===== config.mk =====
export PLATFORM = sky130hd
export DESIGN_NAME = pink_grey_noise_shaper
export DESIGN_NICKNAME = d
export VERILOG_FILES = /design/src/pgns_pkg.sv /design/src/pgns_ctrl.sv /design/src/pgns_datapath.sv /design/src/pink_grey_noise_shaper.sv
export SDC_FILE = /design/constraint.sdc
export NUM_CORES = 2
export LEC_CHECK = 0
export BUFFER_PORTS_ARGS = -buffer_cell sky130_fd_sc_hd__buf_4
export CORE_ASPECT_RATIO = 0.6
export CORE_MARGIN = 2
export CORE_UTILIZATION = 45
export DETAILED_ROUTE_END_ITERATION = 6
export GPL_TIMING_DRIVEN = 0
export PLACE_DENSITY_LB_ADDON = 0.25
export SLEW_MARGIN = 20
export SYNTH_ARGS = -nofsm -noshare
export SYNTH_HDL_FRONTEND = slang
export SYNTH_SLANG_ARGS = --single-unit

===== constraint.sdc =====
create_clock -name clk -period 15.5 [get_ports clk]
set_clock_uncertainty 0.15 [all_clocks]
set_input_delay 0.775 -clock clk [delete_from_list [all_inputs] [get_ports clk]]
set_output_delay 0.775 -clock clk [all_outputs]
set_load 0.02 [all_outputs]

===== src/pgns_pkg.sv =====
`timescale 1ns / 1ps

package pgns_pkg;

  // Default widths, handed to the top level parameters
  localparam int SAMPLE_BITS_DEF = 16;
  localparam int STATE_BITS_DEF  = 32;

  // Fixed formats
  localparam int CF         = 20;   // filter constants are Q.20
  localparam int NOTCH_SH   = 16;   // notch coefficients are Q8.16
  localparam int COEF_W     = 24;
  localparam int THR_W      = 16;
  localparam int CFG_IDX_W  = 3;
  localparam int CFG_DATA_W = 24;
  localparam int NUM_POLES  = 7;    // six poles plus the delayed term
  localparam int NUM_COEF   = 5;
  localparam int IDX_W      = 3;

  // Register map
  localparam logic [CFG_IDX_W-1:0] REG_NOTCH_A0  = 3'd0;
  localparam logic [CFG_IDX_W-1:0] REG_NOTCH_A1  = 3'd1;
  localparam logic [CFG_IDX_W-1:0] REG_NOTCH_A2  = 3'd2;
  localparam logic [CFG_IDX_W-1:0] REG_NOTCH_FB1 = 3'd3;
  localparam logic [CFG_IDX_W-1:0] REG_NOTCH_FB2 = 3'd4;
  localparam logic [CFG_IDX_W-1:0] REG_QUANTA_TH = 3'd5;

  // Register reset values
  localparam logic signed [COEF_W-1:0] RST_NOTCH_A0  = 24'sd2625897;
  localparam logic signed [COEF_W-1:0] RST_NOTCH_A1  = -24'sd5198580;
  localparam logic signed [COEF_W-1:0] RST_NOTCH_A2  = 24'sd2625897;
  localparam logic signed [COEF_W-1:0] RST_NOTCH_FB1 = 24'sd12974;
  localparam logic signed [COEF_W-1:0] RST_NOTCH_FB2 = -24'sd655;
  localparam logic [THR_W-1:0]         RST_QUANTA_TH = 16'd2163;

  // Fixed filter constants, round(c * 2^20)
  localparam logic signed [COEF_W-1:0] K_DIRECT   = 24'sd562246;
  localparam logic signed [COEF_W-1:0] K_DELAY    = 24'sd121557;
  localparam logic signed [COEF_W-1:0] K_PINK     = 24'sd188744;
  localparam logic signed [COEF_W-1:0] K_NOTCH_IN = 24'sd35652;
  localparam logic signed [COEF_W-1:0] K_GREY     = 24'sd120586;

  // Quanta codes
  localparam logic signed [1:0] QUANTA_ZERO = 2'sb00;
  localparam logic signed [1:0] QUANTA_POS  = 2'sb01;
  localparam logic signed [1:0] QUANTA_NEG  = 2'sb11;

  function automatic logic signed [COEF_W-1:0] pole_gain(input logic [IDX_W-1:0] i);
    logic signed [COEF_W-1:0] k;
    case (i)
      3'd0:    k = 24'sd1047381;
      3'd1:    k = 24'sd1041572;
      3'd2:    k = 24'sd1016070;
      3'd3:    k = 24'sd908591;
      3'd4:    k = 24'sd576717;
      3'd5:    k = -24'sd798595;
      default: k = '0;
    endcase
    return k;
  endfunction

  function automatic logic signed [COEF_W-1:0] pole_in(input logic [IDX_W-1:0] i);
    logic signed [COEF_W-1:0] k;
    case (i)
      3'd0:    k = 24'sd58215;
      3'd1:    k = 24'sd78723;
      3'd2:    k = 24'sd161326;
      3'd3:    k = 24'sd325568;
      3'd4:    k = 24'sd558841;
      3'd5:    k = -24'sd17719;
      default: k = '0;
    endcase
    return k;
  endfunction

  // Controller states
  typedef enum logic [1:0] {
    S_IDLE,
    S_RUN,
    S_HOLD
  } state_t;

  // Multiplier operand A
  typedef enum logic [2:0] {
    A_NONE,
    A_POLE,
    A_XS,
    A_Y,
    A_TAP,
    A_YSUM
  } a_sel_t;

  // Multiplier operand B
  typedef enum logic [3:0] {
    B_NONE,
    B_GAIN,
    B_IN,
    B_DIRECT,
    B_DELAY,
    B_NOTCH_IN,
    B_PINK,
    B_GREY,
    B_COEF
  } b_sel_t;

  // Accumulator operation on the registered product or on a pole register
  typedef enum logic [2:0] {
    AC_HOLD,
    AC_LOAD,
    AC_ADDP,
    AC_LOAD_R16,
    AC_ADD_R16,
    AC_LOAD_R20,
    AC_ADD_POLE
  } ac_op_t;

  // Write-back from the accumulator
  typedef enum logic [2:0] {
    WB_NONE,
    WB_POLE_R20,
    WB_POLE,
    WB_Y,
    WB_U,
    WB_YN,
    WB_PK,
    WB_GR
  } wb_op_t;

  typedef struct packed {
    a_sel_t           a_sel;
    b_sel_t           b_sel;
    logic [IDX_W-1:0] r_idx;
    ac_op_t           ac_op;
    wb_op_t           wb_op;
    logic [IDX_W-1:0] w_idx;
    logic             ld_in;
    logic             ld_out;
  } cmd_t;

  localparam cmd_t CMD_NOP = '{
    a_sel:  A_NONE,
    b_sel:  B_NONE,
    r_idx:  '0,
    ac_op:  AC_HOLD,
    wb_op:  WB_NONE,
    w_idx:  '0,
    ld_in:  1'b0,
    ld_out: 1'b0
  };

  localparam int                  STEP_W    = 6;
  localparam logic [STEP_W-1:0]   LAST_STEP = 6'd32;
  localparam int                  RESULT_LAT = 35;   // accept edge to out_valid seen

  // Microprogram. The product registered in step s is taken by the
  // accumulator in step s+1; write-back in step s sees the accumulator
  // as left by step s-1.
  function automatic cmd_t ucode(input logic [STEP_W-1:0] step);
    cmd_t c;
    c = CMD_NOP;
    unique case (step) inside
      [6'd0:6'd11]: begin
        // pole i: gain*pole then in*xs, interleaved with write-back
        c.r_idx = step[3:1];
        if (step[0]) begin
          c.a_sel = A_XS;
          c.b_sel = B_IN;
          c.ac_op = AC_LOAD;
          if (step != 6'd1) begin
            c.wb_op = WB_POLE_R20;
            c.w_idx = step[3:1] - 3'd1;
          end
        end else begin
          c.a_sel = A_POLE;
          c.b_sel = B_GAIN;
          if (step != 6'd0) begin
            c.ac_op = AC_ADDP;
          end
        end
      end
      6'd12: begin
        c.a_sel = A_XS;
        c.b_sel = B_DIRECT;
        c.ac_op = AC_ADDP;
      end
      6'd13: begin
        c.ac_op = AC_LOAD_R20;
        c.wb_op = WB_POLE_R20;
        c.w_idx = 3'd5;
      end
      [6'd14:6'd20]: begin
        // sum the new poles and the old delayed term
        c.ac_op = AC_ADD_POLE;
        c.r_idx = IDX_W'(step - 6'd14);
        if (step == 6'd20) begin
          c.a_sel = A_XS;
          c.b_sel = B_DELAY;
        end
      end
      6'd21: begin
        c.wb_op = WB_Y;
        c.ac_op = AC_LOAD_R20;
      end
      6'd22: begin
        c.wb_op = WB_POLE;
        c.w_idx = 3'd6;
        c.a_sel = A_Y;
        c.b_sel = B_NOTCH_IN;
      end
      6'd23: begin
        c.ac_op = AC_LOAD_R20;
        c.a_sel = A_TAP;
        c.b_sel = B_COEF;
        c.r_idx = 3'd1;
      end
      6'd24: begin
        c.wb_op = WB_U;
        c.ac_op = AC_LOAD_R16;
        c.a_sel = A_TAP;
        c.b_sel = B_COEF;
        c.r_idx = 3'd2;
      end
      6'd25: begin
        c.ac_op = AC_ADD_R16;
        c.a_sel = A_TAP;
        c.b_sel = B_COEF;
        c.r_idx = 3'd3;
      end
      6'd26: begin
        c.ac_op = AC_ADD_R16;
        c.a_sel = A_TAP;
        c.b_sel = B_COEF;
        c.r_idx = 3'd4;
      end
      6'd27: begin
        c.ac_op = AC_ADD_R16;
        c.a_sel = A_TAP;
        c.b_sel = B_COEF;
        c.r_idx = 3'd0;
      end
      6'd28: begin
        c.ac_op = AC_ADD_R16;
        c.a_sel = A_Y;
        c.b_sel = B_PINK;
      end
      6'd29: begin
        c.ac_op = AC_LOAD;
        c.wb_op = WB_YN;
      end
      6'd30: begin
        c.wb_op = WB_PK;
        c.a_sel = A_YSUM;
        c.b_sel = B_GREY;
      end
      6'd31: begin
        c.ac_op = AC_LOAD;
      end
      6'd32: begin
        c.wb_op = WB_GR;
      end
      default: begin
      end
    endcase
    return c;
  endfunction

endpackage


===== src/pgns_ctrl.sv =====
`timescale 1ns / 1ps

module pgns_ctrl import pgns_pkg::*; (
  input  logic clk,
  input  logic rst_n,
  input  logic in_valid,
  output logic in_stall,
  output logic out_valid,
  input  logic out_stall,
  output cmd_t cmd
);

  state_t            state_r, state_nxt;
  logic [STEP_W-1:0] step_r, step_nxt;
  logic              out_valid_r, out_valid_nxt;
  logic              out_free;
  logic              take;
  logic              ld_out;

  assign out_free = !out_valid_r || !out_stall;

  // next state
  always_comb begin
    state_nxt = state_r;
    step_nxt  = step_r;
    unique case (state_r)
      S_IDLE: begin
        if (take) begin
          state_nxt = S_RUN;
          step_nxt  = '0;
        end
      end
      S_RUN: begin
        if (step_r == LAST_STEP) begin
          state_nxt = S_HOLD;
        end else begin
          step_nxt = step_r + 1'b1;
        end
      end
      S_HOLD: begin
        if (out_free) begin
          state_nxt = take ? S_RUN : S_IDLE;
          step_nxt  = '0;
        end
      end
      default: begin
        state_nxt = S_IDLE;
      end
    endcase
  end

  // outputs
  always_comb begin
    cmd      = CMD_NOP;
    in_stall = 1'b1;
    ld_out   = 1'b0;
    unique case (state_r)
      S_IDLE: begin
        in_stall = 1'b0;
      end
      S_RUN: begin
        cmd = ucode(step_r);
      end
      S_HOLD: begin
        in_stall = !out_free;
        ld_out   = out_free;
      end
      default: begin
      end
    endcase
    take       = in_valid && !in_stall;
    cmd.ld_in  = take;
    cmd.ld_out = ld_out;
  end

  assign out_valid_nxt = ld_out || (out_valid_r && out_stall);
  assign out_valid     = out_valid_r;

  always_ff @(posedge clk) begin
    if (!rst_n) begin
      state_r     <= S_IDLE;
      step_r      <= '0;
      out_valid_r <= 1'b0;
    end else begin
      state_r     <= state_nxt;
      step_r      <= step_nxt;
      out_valid_r <= out_valid_nxt;
    end
  end

endmodule


===== src/pgns_datapath.sv =====
`timescale 1ns / 1ps

module pgns_datapath import pgns_pkg::*; #(
  parameter int SAMPLE_BITS = SAMPLE_BITS_DEF,
  parameter int STATE_BITS  = STATE_BITS_DEF
) (
  input  logic                          clk,
  input  logic                          rst_n,
  input  cmd_t                          cmd,
  input  logic signed [SAMPLE_BITS-1:0] white_sample,
  input  logic                          cfg_we,
  input  logic [CFG_IDX_W-1:0]          cfg_index,
  input  logic [CFG_DATA_W-1:0]         cfg_data,
  output logic signed [SAMPLE_BITS-1:0] pink_out,
  output logic signed [SAMPLE_BITS-1:0] grey_out,
  output logic signed [1:0]             quanta_out
);

  localparam int SB      = SAMPLE_BITS;
  localparam int STB     = STATE_BITS;
  localparam int FRAC_B  = STB - 8;
  localparam int SF      = SB - 1;
  localparam int D       = FRAC_B - SF;
  localparam int A_W     = STB + 1;
  localparam int P_W     = A_W + COEF_W;
  localparam int ACC_W   = P_W + 4;
  localparam int OUT_SH  = CF + D;
  localparam int CMP_W   = SB + 16;

  localparam logic signed [ACC_W-1:0] ST_MAX = {{(ACC_W-STB+1){1'b0}}, {(STB-1){1'b1}}};
  localparam logic signed [ACC_W-1:0] ST_MIN = ~ST_MAX;
  localparam logic signed [ACC_W-1:0] SM_MAX = {{(ACC_W-SB+1){1'b0}}, {(SB-1){1'b1}}};
  localparam logic signed [ACC_W-1:0] SM_MIN = ~SM_MAX;

  function automatic logic signed [ACC_W-1:0] rnd_sh(input logic signed [ACC_W-1:0] v,
                                                     input int unsigned s);
    logic signed [ACC_W-1:0] h;
    h = ACC_W'(1) <<< (s - 1);
    return (v + h) >>> s;
  endfunction

  function automatic logic signed [STB-1:0] sat_st(input logic signed [ACC_W-1:0] v);
    logic signed [ACC_W-1:0] c;
    c = (v > ST_MAX) ? ST_MAX : ((v < ST_MIN) ? ST_MIN : v);
    return c[STB-1:0];
  endfunction

  function automatic logic signed [SB-1:0] sat_smp(input logic signed [ACC_W-1:0] v);
    logic signed [ACC_W-1:0] c;
    c = (v > SM_MAX) ? SM_MAX : ((v < SM_MIN) ? SM_MIN : v);
    return c[SB-1:0];
  endfunction

  // ---- input conditioning ----
  logic signed [STB-1:0] xs_nxt, xs_r;

  if (D >= 0) begin : g_xs_up
    assign xs_nxt = STB'(white_sample) <<< D;
  end else begin : g_xs_down
    localparam int XS_SH = -D;
    logic signed [SB:0] xr;
    assign xr     = (SB+1)'(white_sample) + (SB+1)'(1 <<< (XS_SH - 1));
    assign xs_nxt = STB'(xr >>> XS_SH);
  end

  logic signed [SB:0]    xw;
  logic [SB:0]           mag;
  logic [CMP_W-1:0]      mag_sc, thr_sc;
  logic signed [1:0]     q_nxt, q_r;
  logic [THR_W-1:0]      thr_r;

  assign xw     = (SB+1)'(white_sample);
  assign mag    = xw[SB] ? unsigned'(-xw) : unsigned'(xw);
  assign mag_sc = {mag, 15'b0};
  assign thr_sc = {1'b0, thr_r, {SF{1'b0}}};

  always_comb begin
    if (xw == '0 || mag_sc > thr_sc) begin
      q_nxt = QUANTA_ZERO;
    end else begin
      q_nxt = xw[SB] ? QUANTA_NEG : QUANTA_POS;
    end
  end

  // ---- state and working registers ----
  logic signed [STB-1:0]    pole_r [NUM_POLES];
  logic signed [STB-1:0]    hist_r [4];          // u-1, u-2, yn-1, yn-2
  logic signed [COEF_W-1:0] coef_r [NUM_COEF];
  logic signed [STB-1:0]    u_r, y_r, yn_r;
  logic signed [SB-1:0]     pk_r, gr_r;
  logic signed [SB-1:0]     pink_r, grey_r;
  logic signed [1:0]        quanta_r;

  // ---- operand select ----
  logic signed [STB-1:0]    pole_rd, tap_rd;
  logic signed [COEF_W-1:0] coef_rd;
  logic signed [A_W-1:0]    a_op;
  logic signed [COEF_W-1:0] b_op;

  assign pole_rd = (cmd.r_idx < IDX_W'(NUM_POLES)) ? pole_r[cmd.r_idx] : '0;
  assign coef_rd = (cmd.r_idx < IDX_W'(NUM_COEF)) ? coef_r[cmd.r_idx] : '0;

  // tap index matches the coefficient index: u with a0, u-1 with a1, ...
  always_comb begin
    case (cmd.r_idx)
      3'd0:    tap_rd = u_r;
      3'd1:    tap_rd = hist_r[0];
      3'd2:    tap_rd = hist_r[1];
      3'd3:    tap_rd = hist_r[2];
      3'd4:    tap_rd = hist_r[3];
      default: tap_rd = '0;
    endcase
  end

  always_comb begin
    case (cmd.a_sel)
      A_POLE:  a_op = A_W'(pole_rd);
      A_XS:    a_op = A_W'(xs_r);
      A_Y:     a_op = A_W'(y_r);
      A_TAP:   a_op = A_W'(tap_rd);
      A_YSUM:  a_op = A_W'(y_r) + A_W'(yn_r);
      default: a_op = '0;
    endcase
  end

  always_comb begin
    case (cmd.b_sel)
      B_GAIN:     b_op = pole_gain(cmd.r_idx);
      B_IN:       b_op = pole_in(cmd.r_idx);
      B_DIRECT:   b_op = K_DIRECT;
      B_DELAY:    b_op = K_DELAY;
      B_NOTCH_IN: b_op = K_NOTCH_IN;
      B_PINK:     b_op = K_PINK;
      B_GREY:     b_op = K_GREY;
      B_COEF:     b_op = coef_rd;
      default:    b_op = '0;
    endcase
  end

  // ---- shared multiplier and accumulator ----
  logic signed [P_W-1:0]   p_nxt, p_r;
  logic signed [ACC_W-1:0] pe, acc_nxt, acc_r;
  logic signed [ACC_W-1:0] acc_r20, acc_ro;

  assign p_nxt = a_op * b_op;
  assign pe    = ACC_W'(p_r);

  always_comb begin
    case (cmd.ac_op)
      AC_LOAD:     acc_nxt = pe;
      AC_ADDP:     acc_nxt = acc_r + pe;
      AC_LOAD_R16: acc_nxt = rnd_sh(pe, NOTCH_SH);
      AC_ADD_R16:  acc_nxt = acc_r + rnd_sh(pe, NOTCH_SH);
      AC_LOAD_R20: acc_nxt = rnd_sh(pe, CF);
      AC_ADD_POLE: acc_nxt = acc_r + ACC_W'(pole_rd);
      default:     acc_nxt = acc_r;
    endcase
  end

  assign acc_r20 = rnd_sh(acc_r, CF);
  assign acc_ro  = rnd_sh(acc_r, OUT_SH);

  // filter state and registers, cleared or preset by reset
  always_ff @(posedge clk) begin
    if (!rst_n) begin
      for (int i = 0; i < NUM_POLES; i++) begin
        pole_r[i] <= '0;
      end
      for (int i = 0; i < 4; i++) begin
        hist_r[i] <= '0;
      end
      coef_r[0] <= RST_NOTCH_A0;
      coef_r[1] <= RST_NOTCH_A1;
      coef_r[2] <= RST_NOTCH_A2;
      coef_r[3] <= RST_NOTCH_FB1;
      coef_r[4] <= RST_NOTCH_FB2;
      thr_r     <= RST_QUANTA_TH;
    end else begin
      case (cmd.wb_op)
        WB_POLE_R20: pole_r[cmd.w_idx] <= sat_st(acc_r20);
        WB_POLE:     pole_r[cmd.w_idx] <= sat_st(acc_r);
        WB_YN: begin
          hist_r[1] <= hist_r[0];
          hist_r[0] <= u_r;
          hist_r[3] <= hist_r[2];
          hist_r[2] <= sat_st(acc_r);
        end
        default: begin
        end
      endcase
      if (cfg_we) begin
        unique case (cfg_index) inside
          REG_NOTCH_A0, REG_NOTCH_A1, REG_NOTCH_A2, REG_NOTCH_FB1, REG_NOTCH_FB2:
            coef_r[cfg_index] <= cfg_data;
          REG_QUANTA_TH: thr_r <= cfg_data[THR_W-1:0];
          default: begin
          end
        endcase
      end
    end
  end

  // working and output registers
  always_ff @(posedge clk) begin
    p_r   <= p_nxt;
    acc_r <= acc_nxt;
    if (cmd.ld_in) begin
      xs_r <= xs_nxt;
      q_r  <= q_nxt;
    end
    case (cmd.wb_op)
      WB_Y:    y_r  <= sat_st(acc_r);
      WB_U:    u_r  <= sat_st(acc_r);
      WB_YN:   yn_r <= sat_st(acc_r);
      WB_PK:   pk_r <= sat_smp(acc_ro);
      WB_GR:   gr_r <= sat_smp(acc_ro);
      default: begin
      end
    endcase
    if (cmd.ld_out) begin
      pink_r   <= pk_r;
      grey_r   <= gr_r;
      quanta_r <= q_r;
    end
  end

  assign pink_out   = pink_r;
  assign grey_out   = grey_r;
  assign quanta_out = quanta_r;

endmodule


===== src/pink_grey_noise_shaper.sv =====
`timescale 1ns / 1ps

// Pink / grey noise shaper.
// Input channel (in_valid / in_stall / in_white_sample): one white sample
// per word, Q1.15 at the default width. Output channel (out_valid / out_stall)
// carries pink_out, grey_out (Q1.15, saturated) and quanta_out (-1/0/+1).
// Config channel (cfg_valid / cfg_ready, cfg_index, cfg_data): notch a0, a1,
// a2, fb1, fb2 (Q8.16) and the quanta threshold; cfg_ready is always high,
// write only while the block is idle.
// Timing: one multiplier is shared by all 22 products of a sample, driven by
// a 33-step microprogram; the result is loaded into the output register with
// out_valid at the end of a run, and a new word is taken only after that run.
// The input is taken again while the previous result waits in the output
// register; only when that register is still occupied at the end of a run
// does the block hold, with in_stall high, until the receiver drops out_stall.
// Reset clears the filter state, presets the registers to the default notch
// and threshold, and leaves out_valid low.
module pink_grey_noise_shaper import pgns_pkg::*; #(
  parameter int SAMPLE_BITS = SAMPLE_BITS_DEF,
  parameter int STATE_BITS  = STATE_BITS_DEF
) (
  input  logic                          clk,
  input  logic                          rst_n,
  input  logic                          in_valid,
  output logic                          in_stall,
  input  logic signed [SAMPLE_BITS-1:0] in_white_sample,
  output logic                          out_valid,
  input  logic                          out_stall,
  output logic signed [SAMPLE_BITS-1:0] out_pink_out,
  output logic signed [SAMPLE_BITS-1:0] out_grey_out,
  output logic signed [1:0]             out_quanta_out,
  input  logic                          cfg_valid,
  output logic                          cfg_ready,
  input  logic [CFG_IDX_W-1:0]          cfg_index,
  input  logic [CFG_DATA_W-1:0]         cfg_data
);

  cmd_t cmd;
  logic cfg_we;
  logic in_take;

  assign cfg_ready = 1'b1;
  assign cfg_we    = cfg_valid && cfg_ready;
  assign in_take   = in_valid && !in_stall;

  // sequencer: accepts words, steps the microprogram, owns out_valid
  pgns_ctrl u_ctrl (
    .clk       (clk),
    .rst_n     (rst_n),
    .in_valid  (in_valid),
    .in_stall  (in_stall),
    .out_valid (out_valid),
    .out_stall (out_stall),
    .cmd       (cmd)
  );

  // filter state, shared MAC and output register
  pgns_datapath #(
    .SAMPLE_BITS (SAMPLE_BITS),
    .STATE_BITS  (STATE_BITS)
  ) u_dp (
    .clk          (clk),
    .rst_n        (rst_n),
    .cmd          (cmd),
    .white_sample (in_white_sample),
    .cfg_we       (cfg_we),
    .cfg_index    (cfg_index),
    .cfg_data     (cfg_data),
    .pink_out     (out_pink_out),
    .grey_out     (out_grey_out),
    .quanta_out   (out_quanta_out)
  );

  // one word at a time: busy straight after taking a word
  a_busy_after_take: assert property (@(posedge clk) disable iff (!rst_n)
    in_take |=> in_stall)
    else $error("input taken while a sample is in flight");

  // a result is on offer by the end of the run
  a_result_due: assert property (@(posedge clk) disable iff (!rst_n)
    in_take |-> ##RESULT_LAT out_valid)
    else $error("no result after the run");

  // quanta code is -1, 0 or +1
  a_quanta_code: assert property (@(posedge clk) disable iff (!rst_n)
    out_valid |-> (out_quanta_out == QUANTA_ZERO) || (out_quanta_out == QUANTA_POS)
                  || (out_quanta_out == QUANTA_NEG))
    else $error("bad quanta code");

endmodule


==> insert_results.sql <==
INSERT INTO impl_metrics (metric_group, metric, value, unit) VALUES
('outcome', 'status', 'finished, violations left', ''),
('outcome', 'violations', 'design-rule violations', ''),
('floorplan', 'dieWidth', '519', 'µm'),
('grt', 'grt_antenna_before_repair', '33', ''),
('worst_setup_path', 'worst_path_largest_cell_delay', '0.93', 'ns'),
('sta', 'layout_worst_path_cycle_share', '95.8', '%'),
('worst_setup_path', 'slowest_stage', 'sky130_fd_sc_hd__fa_1', ''),
('final_layout', 'nNetsFinal', '8780', ''),
('floorplan', 'floorplan.rows', '113', ''),
('yosys', 'synth_most_common_cell', 'sky130_fd_sc_hd__inv_1', ''),
('worst_setup_path', 'critical-path-top-cell-by-count', 'sky130_fd_sc_hd__fa_1', ''),
('yosys', 'synthDistinctLibCells', '115', ''),
('worst_setup_path', 'rr_startpoint', 'u_ctrl.step_r[1]$_SDFFE_PN0P_', ''),
('clock_network', 'clockRootBuffer', 'sky130_fd_sc_hd__clkbuf_16', ''),
('routing', 'wirelength', '318000', 'µm'),
('routing', 'drc_errors', '9', ''),
('sta', 'fmax', '67.3', 'MHz'),
('routing', 'final_antenna_net_count', '0', ''),
('grt', 'gr-usage-all-layers', '38.7', '%'),
('placed_design', 'post-dp-hpwl', '257000', 'µm'),
('placed_design', 'portBuffers', '82', ''),
('placed_design', 'dp_slack', '1.83', 'ns'),
('clock_network', 'number_of_setup_buffers_added_after_cts', '0', ''),
('worst_setup_path', 'worst_setup_path_end_kind', 'flip-flop', ''),
('yosys', 'post_synth_instance_area', '71500', 'µm²'),
('routing', 'viasPerCell', '6.30', ''),
('min_path', 'min_from', 'in_white_sample[14]', ''),
('floorplan', 'die_height', '313', 'µm'),
('clock_network', 'insertion_delay', '0.71', 'ns'),
('floorplan', 'ioPinCount', '85', ''),
('clock_network', 'post_cts.resized_instances', '0', ''),
('worst_setup_path', 'setup.worst_path.start_class', 'flip-flop', ''),
('clock_network', 'cts.sinks', '798', ''),
('routing', 'wl_per_cell', '32.2', 'µm'),
('power', 'power_leakage', '33.1', 'nW'),
('yosys', 'synth-edff-count', '684', ''),
('worst_setup_path', 'critPathArrivalTime', '15.33', 'ns'),
('routing', 'drt_pre_antenna_iters', '7', ''),
('worst_setup_path', 'worst-setup-path-type', 'reg2reg', ''),
('yosys', 'yosysTopAreaCell', 'sky130_fd_sc_hd__edfxtp_1', ''),
('grt', 'first_global_vias', '58200', ''),
('sta', 'rsz0062_at_grt', 'false', ''),
('worst_setup_path', 'startpoint', 'u_ctrl.step_r[1]$_SDFFE_PN0P_', ''),
('floorplan', 'die-area', '162000', 'µm²'),
('final_layout', 'syn2layout_area_growth', '9.74', '%'),
('min_path', 'hold_path.class', 'in2reg', ''),
('clock_network', 'clk_transition_reported_paths', '0.07', 'ns'),
('sta', 'fin_worst_hold_slack', '0.140', 'ns'),
('worst_setup_path', 'worstPathRequired', '15.98', 'ns'),
('yosys', 'synth.top_cells.by_count', '973 x sky130_fd_sc_hd__inv_1, 948 x sky130_fd_sc_hd__nand2_1, 808 x sky130_fd_sc_hd__fa_1', ''),
('clock_network', 'htreeDepth', '3', ''),
('power', 'cellPowerDensity', '86.9', 'nW/µm²'),
('grt', 'globalRouteOverflowTotal', '0', ''),
('grt', 'wire_length_of_the_first_global_routing_pass', '445000', 'µm'),
('routing', 'drtIter0Drc', '10300', ''),
('power', 'ir_drop', '90.7', 'µV'),
('placed_design', 'gp_congestion', '1.17', ''),
('placed_design', 'placedCellCount', '9702', ''),
('grt', 'grt_max_degree', '55', ''),
('clock_network', 'clk_path_buf_depth', '3', ''),
('final_layout', 'layoutNonFillerInstCount', '9862', ''),
('clock_network', 'cts_tree', 'done', ''),
('yosys', 'avgSynthCellArea', '9.61', 'µm²'),
('sta', 'fin_setup_tns', '0', 'ns'),
('sta', 'final_slew_viol_count', '0', ''),
('final_layout', 'drive_gt1_share', '7.60', '%'),
('sta', 'setup-violations-final', '0', ''),
('job', 'max_capacitance_violation_count', '0', ''),
('sta', 'hold_violations', '0', ''),
('yosys', 'yosys-top-cells-area', 'sky130_fd_sc_hd__edfxtp_1 29%, sky130_fd_sc_hd__fa_1 23%, sky130_fd_sc_hd__inv_1 5.1%', ''),
('clock_network', 'cts.hold.buffers_added', '0', '');
worst max-delay path: cells and delay by family (launching register included):
family / cells / cell delay (ns)
buffers and inverters: 11 / 2.48
and+or+nand+nor: 9 / 3.09
adders and majority gates: 9 / 4.63
DFF: 1 / 0.34
AOI/OAI and AO/OA: 10 / 4.03
where the power goes:
| group | total, mW | internal, mW | switching (mW) | leakage (nW) |
|---|---|---|---|---|
| Clock | 1.98 | 1.04 | 0.944 | 1.20 |
| Sequential | 2.58 | 2.47 | 0.115 | 7.63 |
| Combinational | 2.26 | 0.718 | 1.54 | 24.2 |
| Total | 6.82 | 4.22 | 2.60 | 33.1 |
stage by stage:
step | utilization, % | cell area (µm²) | power, mW
5_1_grt | 49.6 | 78500 | 7.04
4_1_cts | 49.6 | 78400 | 6.69
2_1_floorplan | - | 71500 | 3.93
3_5_place_dp | 48.0 | 75900 | 4.75
3_3_place_gp | 47.3 | 74800 | 4.72
6_report | 49.7 | 78500 | 6.82
state kept, by name, indices dropped and copies added, names as in the netlist:
name / count
u_dp.pole_r: 224
u_dp.hist_r: 128
u_dp.coef_r: 123
u_dp.acc_r: 61
u_dp.p_r: 57
u_dp.u_r: 32
u_dp.y_r: 32
u_dp.yn_r: 32
u_dp.gr_r: 16
u_dp.grey_out: 16
u_dp.pink_out: 16
u_dp.pk_r: 16
u_dp.thr_r: 16
u_dp.xs_r: 16
u_ctrl.step_r: 6
u_ctrl.state_r: 2
u_dp.q_r: 2
u_dp.quanta_out: 2
u_ctrl.out_valid: 1
cell families (layout without fill, tap and decap cells):
family                   after synthesis  after routing  synth area share (%)
AND/OR/NAND/NOR                     2491           2491                  16.3
adder cells (fa/ha/maj)             1078           1078                  27.3
multiplexers                          26             26                 0.383
buffers and inverters               1428           1695                  7.91
other                                  2             27                0.0105
flip-flops                           798            798                  31.9
XOR/XNOR                             289            289                  3.54
AO/OA/AOI/OAI                       1331           1331                  12.6
cell type report:
type,instances,area (µm²),area share (%)
buffer,454,2010,2.56
antenna,23,57.6,0.0733
timing repair buffer,131,1330,1.69
inverter,974,3660,4.66
multi-input combinational,5219,43500,55.4
clock inverter,35,369,0.470
tap,2127,2660,3.39
sequential,798,22800,29.1
clock buffer,101,2110,2.68
final timing paths:
check | endpoint | slack (ns) | depth (start not counted)
worst max-delay path | u_dp.p_r[55]$_DFF_P_ | 0.65 | 39
worst min-delay path | u_dp.xs_r[23]$_DFFE_PP_ | 0.14 | 1
worst max register to register | u_dp.p_r[55]$_DFF_P_ | 0.65 | 39
worst min register to register | u_dp.grey_out[6]$_DFFE_PP_ | 0.27 | 0
routing by layer:
layer	global-route usage [%]	vias to the layer above	routed length (µm)
li1	-	25500	-
met1	57.6	31100	134000
met2	44.3	5062	110000
met3	25.1	471	64600
met4	8.94	43	8020
met5	2.33	-	828
cell usage in the layout, fill, tap and decap left out, types with 136 or more instances in the layout:
cell type / netlist / final
sky130_fd_sc_hd__inv_1: 973 / 973
sky130_fd_sc_hd__nand2_1: 948 / 943
sky130_fd_sc_hd__fa_1: 808 / 808
sky130_fd_sc_hd__edfxtp_1: 684 / 684
sky130_fd_sc_hd__nor2_1: 558 / 553
sky130_fd_sc_hd__a21oi_1: 333 / 330
sky130_fd_sc_hd__clkbuf_1: 267 / 275
sky130_fd_sc_hd__ha_1: 270 / 270
sky130_fd_sc_hd__and2_1: 240 / 240
sky130_fd_sc_hd__o21ai_0: 226 / 220
sky130_fd_sc_hd__xnor2_1: 184 / 184
sky130_fd_sc_hd__buf_2: 131 / 136
sky130_fd_sc_hd__and3_1: 136 / 136
(Power assumes the default switching activity.)
